<file path="config.mk">
export PLATFORM = sky130hd
export DESIGN_NAME = dcc_ctrl
export DESIGN_NICKNAME = d
export VERILOG_FILES = /design/src/sv/dcc_pkg.sv /design/src/sv/dcc_ctrl.sv
export SDC_FILE = /design/constraint.sdc
export NUM_CORES = 1
export LEC_CHECK = 0
export CAP_MARGIN = 20
export CORE_AREA = 2 2 39 41
export DETAILED_ROUTE_END_ITERATION = 7
export DIE_AREA = 0 0 41 43
export DONT_BUFFER_PORTS = 1
export RECOVER_POWER = 25
export SLEW_MARGIN = 0
export SYNTH_ARGS = -nofsm -noshare
export SYNTH_HDL_FRONTEND = slang
export SYNTH_SLANG_ARGS = --single-unit
</file>
<file path="constraint.sdc">
create_clock -name clock -period 2.1 [get_ports clock]
set_input_delay 0.21 -clock clock [delete_from_list [all_inputs] [get_ports clock]]
set_output_delay 0.21 -clock clock [all_outputs]
set_load 0.01 [all_outputs]
</file>
<file path="src/sv/dcc_pkg.sv">
`timescale 1ns / 1ps

package dcc_pkg;

   // request operations
   localparam logic [1:0] OP_READ  = 2'd0;
   localparam logic [1:0] OP_WRITE = 2'd1;
   localparam logic [1:0] OP_TICK  = 2'd2;

   // result kinds
   localparam logic [1:0] KIND_READ     = 2'd0;
   localparam logic [1:0] KIND_WRITE    = 2'd1;
   localparam logic [1:0] KIND_TRANSFER = 2'd2;
   localparam logic [1:0] KIND_IDLE     = 2'd3;

   // register map
   localparam logic [9:0] REG_STATUS     = 10'h000;
   localparam logic [9:0] REG_FLAG_CLEAR = 10'h004;
   localparam int         SLOT_BASE      = 8'h08;
   localparam int         SLOT_STRIDE    = 8'h14;

   // word offsets inside a channel slot
   localparam logic [4:0] WORD_CTL   = 5'h00;
   localparam logic [4:0] WORD_COUNT = 5'h04;
   localparam logic [4:0] WORD_PADDR = 5'h08;
   localparam logic [4:0] WORD_MADDR = 5'h0C;

   // control word bits
   localparam int CTL_EN    = 0;
   localparam int CTL_TCIE  = 1;
   localparam int CTL_DIR   = 4;
   localparam int CTL_PINC  = 6;
   localparam int CTL_MINC  = 7;
   localparam int CTL_PSIZE = 8;
   localparam int CTL_MSIZE = 10;

   // interrupt line codes
   localparam logic [2:0] IRQ_NONE  = 3'b000;
   localparam logic [2:0] IRQ_LINE9  = 3'b001;
   localparam logic [2:0] IRQ_LINE10 = 3'b010;
   localparam logic [2:0] IRQ_LINE11 = 3'b100;

   typedef enum logic [1:0] {
      ST_IDLE,
      ST_BUS,
      ST_SCAN
   } dcc_state_type;

   // controller to datapath
   typedef struct packed {
      logic       capture;
      logic       read;
      logic       write;
      logic       step;
      logic       idle_tick;
      logic       last;
      logic [2:0] idx;
   } dcc_cmd_type;

   // datapath to controller
   typedef struct packed {
      logic act;
      logic more;
   } dcc_status_type;

endpackage

</file>
<file path="src/sv/dcc_ctrl.sv">
`timescale 1ns / 1ps

module dcc_ctrl #(
   parameter int CHANNELS = 7
) (
   input  logic                    clock,
   input  logic                    reset,
   input  logic                    start,
   input  logic [1:0]              req_operation,
   input  dcc_pkg::dcc_status_type st,
   output dcc_pkg::dcc_cmd_type    cmd,
   output logic                    busy
);

   dcc_pkg::dcc_state_type state_ff, state_in;
   logic [1:0]             op_ff, op_in;
   logic [2:0]             idx_ff, idx_in;
   logic                   emitted_ff, emitted_in;

   // hold state and scan position
   always_ff @(posedge clock) begin
      if (reset) begin
         state_ff   <= dcc_pkg::ST_IDLE;
         op_ff      <= dcc_pkg::OP_READ;
         idx_ff     <= '0;
         emitted_ff <= 1'b0;
      end else begin
         state_ff   <= state_in;
         op_ff      <= op_in;
         idx_ff     <= idx_in;
         emitted_ff <= emitted_in;
      end
   end

   // next state and commands
   always_comb begin
      state_in   = state_ff;
      op_in      = op_ff;
      idx_in     = idx_ff;
      emitted_in = emitted_ff;
      cmd        = '0;
      cmd.idx    = idx_ff;
      busy       = 1'b1;
      unique case (state_ff)
         dcc_pkg::ST_IDLE: begin
            busy = 1'b0;
            if (start) begin
               cmd.capture = 1'b1;
               op_in       = req_operation;
               idx_in      = '0;
               emitted_in  = 1'b0;
               if (req_operation == dcc_pkg::OP_READ ||
                   req_operation == dcc_pkg::OP_WRITE) begin
                  state_in = dcc_pkg::ST_BUS;
               end else if (req_operation == dcc_pkg::OP_TICK) begin
                  state_in = dcc_pkg::ST_SCAN;
               end
            end
         end
         dcc_pkg::ST_BUS: begin
            cmd.read  = (op_ff == dcc_pkg::OP_READ);
            cmd.write = (op_ff == dcc_pkg::OP_WRITE);
            cmd.last  = 1'b1;
            state_in  = dcc_pkg::ST_IDLE;
         end
         dcc_pkg::ST_SCAN: begin
            cmd.step = 1'b1;
            if (st.act) begin
               cmd.last   = !st.more;
               emitted_in = 1'b1;
            end else if (!st.more && !emitted_ff) begin
               cmd.idle_tick = 1'b1;
               cmd.last      = 1'b1;
            end
            // advance to the next channel or finish
            if (!st.more) begin
               state_in = dcc_pkg::ST_IDLE;
            end else begin
               idx_in = idx_ff + 3'd1;
            end
         end
         default: begin
            state_in = dcc_pkg::ST_IDLE;
         end
      endcase
   end

   a_one_result: assert property (@(posedge clock) disable iff (reset)
      $onehot0({cmd.read, cmd.write, cmd.idle_tick, cmd.step && st.act}))
      else $error("more than one result in a cycle");

   a_idx_range: assert property (@(posedge clock) disable iff (reset)
      state_ff == dcc_pkg::ST_SCAN |-> {1'b0, idx_ff} < 4'(CHANNELS))
      else $error("scan index past last channel");

   a_idle_only_once: assert property (@(posedge clock) disable iff (reset)
      cmd.idle_tick |-> !emitted_ff && !st.act)
      else $error("idle tick after a transfer");

   a_scan_ends: assert property (@(posedge clock) disable iff (reset)
      state_ff == dcc_pkg::ST_SCAN && !st.more |=> state_ff == dcc_pkg::ST_IDLE)
      else $error("scan did not end at last active channel");

endmodule

</file>
; ---- Word-level counts from Yosys, hierarchy flattened
; Index checks and enable logic that the tools add are counted.
[classes]
addsub = 1
multipliers = 0
div = 0
n_lt_le_gt_ge = 0
n_eq_ne = 10
shift = 0
muxes = 20
n_bitwise = 0
reduce_logical = 12
[ops]
columns = op, count
row1 = $mux 2, 7
row2 = $reduce_and 3->1, 3
row3 = $ne 2x2->1 const B, 4
row4 = $mux 1, 7
row5 = $eq 2x1->1 const B, 3
row6 = $logic_not 2->1, 3
row7 = $mux 3, 2
row8 = $pmux 3 s2, 1
row9 = $eq 2x2->1 const B, 2
row10 = $pmux 1 s2, 2
row11 = $pmux 2 s2, 1
row12 = $add 3x1->3 const B, 1
row13 = $ne 3x3->1 const B, 1
row14 = $logic_not 1->1, 2
row15 = $reduce_and 2->1, 1
row16 = $reduce_bool 2->1, 1
row17 = $logic_and 1x1->1, 1
row18 = $logic_or 1x1->1, 1
[totals]
register_bits = 8
latch_bits = 0
ramBits = 0
romBits = 0
in_bits = 7
output_inout_bits = 10
n_memories = 0

; ---- Logic depth before layout (Yosys ltp)
[depth]
ltp_word = 5
depth_mapped = 6
mapped_depth_nobuf = 5

; ---- Worst setup path after synthesis
; Ideal clock, no wire load.
[synth_path]
path_kind = reg-to-output
from = reg state_ff[0]
to = out cmd[3] in the netlist's numbering
arrival_time_ns = 1.057
slack_ns = 0.833
path_stages_with_launch = 6
n_path_buf = 0
path_cell_list = dfxtp_1 inv_1 ha_1 nand2b_1 a21oi_1 o21a_1
[synth_rtl]
columns = element, line
row1 = from (decl), dcc_ctrl.sv:15  ; dcc_pkg::dcc_state_type state_ff, state_in;
row2 = from (signal assigned), dcc_ctrl.sv:23  ; state_ff <= dcc_pkg::ST_IDLE;
row3 = from (signal assigned), dcc_ctrl.sv:28  ; state_ff <= state_in;
row4 = to (decl), dcc_ctrl.sv:11  ; output dcc_pkg::dcc_cmd_type cmd,

==> impl_metrics.env <==
export IMPL_setup_viol=0
export IMPL_critical_path_class="reg2out"
export IMPL_gp_congestion=0.681
export IMPL_clock_latency_ns=0.26
export IMPL_ys_types=26
export IMPL_core_area_um2=1380
export IMPL_postCtsResizedCells=0
export IMPL_htree_levels=1
export IMPL_rows=14
export IMPL_rsz0062_at_grt="false"
export IMPL_fin_worst_skew_ns=0.00487
export IMPL_r2r_end="state_ff[1]"
export IMPL_ys_warn_count=0
export IMPL_power_static_leakage_nw=0.229
export IMPL_avgViaCountPerCell=5.59
export IMPL_drc=0
export IMPL_syn_nets=76
export IMPL_via_count=453
export IMPL_finalHoldWorstSlack_ns=0.00956
export IMPL_initial_core_util_pct=38.2
export IMPL_r2r_slack_ns=0.61
export IMPL_maxSlewHeadroom_pct=74.3
export IMPL_fin_crit_sh_pct=84.0
export IMPL_worstHoldStart="reset"
export IMPL_whs_endpoint="op_ff[1]"
export IMPL_postSynthCellCount=64
export IMPL_vdd_drop_max_mv=0.186
export IMPL_reg2reg_depth=5
export IMPL_layout_common_cells="nand2_1, dfxtp_1, inv_1, a21oi_1, nand3_1"
export IMPL_syn_to_final_growth_pct=4.02
export IMPL_drt_initial_drc_count=9
export IMPL_finalNonFillerCells=81
export IMPL_synth_seq_cells=8
export IMPL_ant_nets=0
export IMPL_dpl_cell_count=78
export IMPL_r2r_start="state_ff[0]"
export IMPL_slew_viol_final=0
export IMPL_grt_max_degree=11
export IMPL_cts_hold_buf=0
export IMPL_grt_pass1_vias=433
export IMPL_cts_buffers=3
export IMPL_antenna_found_initial=0
export IMPL_ys_flop_type="dfxtp_1"
export IMPL_io_pins=17
export IMPL_route_final_wire_length_um=1140
export IMPL_place_hpwl_um=856
export IMPL_worstPathMaxFanout=10
export IMPL_fillers=153
export IMPL_overflow=0
export IMPL_max_freq_mhz=567
export IMPL_fin_setup_tns_ns=0
export IMPL_endpoint_kind="output pin"
export IMPL_critical_path_top_delay_family="adder cells"
export IMPL_cts_tree="built"
export IMPL_ys_async_sr_fraction_pct=0
export IMPL_maxCapViolations=0
export IMPL_postCtsSetupBuffers=0
export IMPL_cpMaxStageDelayCell="ha_1"
export IMPL_cp_start_kind="flop"
export IMPL_crit_chain="inv_1 > ha_1 > nand2b_1 > a21oi_1 > o21a_1"
export IMPL_netlist_area_um2=529
export IMPL_firstDrtPassIters=4
export IMPL_port_buffers=0
export IMPL_die_h_um=43
export IMPL_worst_path_buf_inv=1
export IMPL_diodes=0
export IMPL_grt_use_total_pct=15.6
export IMPL_cts_root_buffer="clkbuf_4"
export IMPL_final_nets=79
export IMPL_timing_worst_slew_pin_value_ns=0.386
export IMPL_final_hold_viol_count=0
export IMPL_max_stage_delay_ns=0.40
export IMPL_die_area_um2=1760
export IMPL_p_per_area_nw_per_um2=630
export IMPL_synth_edf_count=0
export IMPL_status="finished clean"
export IMPL_cts_sink_count=8
export IMPL_grt_pass1_wl_um=1830
export IMPL_cts_buffer_depth=2
export IMPL_hold_depth=1
export IMPL_postSynthAreaPerCell_um2=8.27
export IMPL_clkTransAtPathRegs_ns=0.06
export IMPL_multi_input_area_um2=322
export IMPL_min_period_ns=1.76
export IMPL_seq_area_frac_synth_pct=30.3
export IMPL_regArea_um2=160
export IMPL_die_x_um=41
export IMPL_hold_path_class="in2reg"
export IMPL_drive_above_1_share_pct=9.23
export IMPL_arrival_ns=1.55
export IMPL_critPathRequiredTime_ns=1.89
export IMPL_wl_per_cell_um=14.0
## worst max-delay path by stage
stage | startpoint | to | slack, ns | cells past startpoint
finish | state_ff[0] | cmd[3] | 0.34 | 5
global route | state_ff[0] | cmd[3] | 0.20 | 5
CTS | state_ff[0] | cmd[3] | 0.31 | 5
detailed placement | state_ff[0] | cmd[3] | 0.61 | 5
global placement | state_ff[0] | cmd[3] | 0.63 | 5
floorplan | state_ff[0] | cmd[3] | 0.83 | 5
## cell usage after synthesis, types with 2 or more instances
cell | instances | area share [%]
dfxtp_1 | 8 | 30
a21oi_1 | 7 | 6.6
inv_1 | 7 | 5.0
nand2_1 | 7 | 5.0
nand3_1 | 6 | 5.7
ha_1 | 5 | 12
a31oi_1 | 2 | 2.4
nand2b_1 | 2 | 2.4
nor2b_1 | 2 | 2.4
nor3_1 | 2 | 1.9
## per-layer routing
layer,vias to the layer above,track usage [%],wire length (um)
li1,226,-,-
met5,-,0,0
met2,14,19.4,524
met1,211,21.1,497
met4,0,10.0,10
met3,2,6.81,107
## report_power, final
group	total, mW	leakage, nW	internal (mW)	switching, mW
combinational	0.0584	0.150	0.0219	0.0366
sequential	0.163	0.0651	0.158	0.00524
clock	0.125	0.0138	0.0659	0.0592
total	0.347	0.229	0.246	0.101
## state kept, by name, summed over array words and instances, names as in the netlist
name,cells
emitted_ff,1
idx_ff,3
op_ff,2
state_ff,2
## through the flow
stage | util, % | power (mW) | setup slack [ns] | area, um2
3_5_place_dp | 38.3 | 0.226 | 0.609 | 531
4_1_cts | 40.0 | 0.354 | 0.313 | 553
2_1_floorplan | - | 0.220 | 0.833 | 529
6_report | 39.8 | 0.347 | 0.336 | 551
5_1_grt | 39.8 | 0.367 | 0.202 | 551
3_3_place_gp | 38.3 | 0.226 | 0.626 | 531
## layout make-up
type,instances,share of cell area (%)
Clock buffer,3,4.09
Sequential cell,8,29.1
Multi-Input combinational cell,47,58.4
Inverter,7,4.77
Tap cell,16,3.64
## kinds of logic after synthesis
family / synth area share [%]
buffers and inverters: 8.51
flip-flops: 30.3
AND/OR/NAND/NOR: 29.6
adder cells (fa/ha/maj): 11.8
multiplexers: 1.89
AO/OA/AOI/OAI: 18.0
Power figures use the tool's default switching activity.
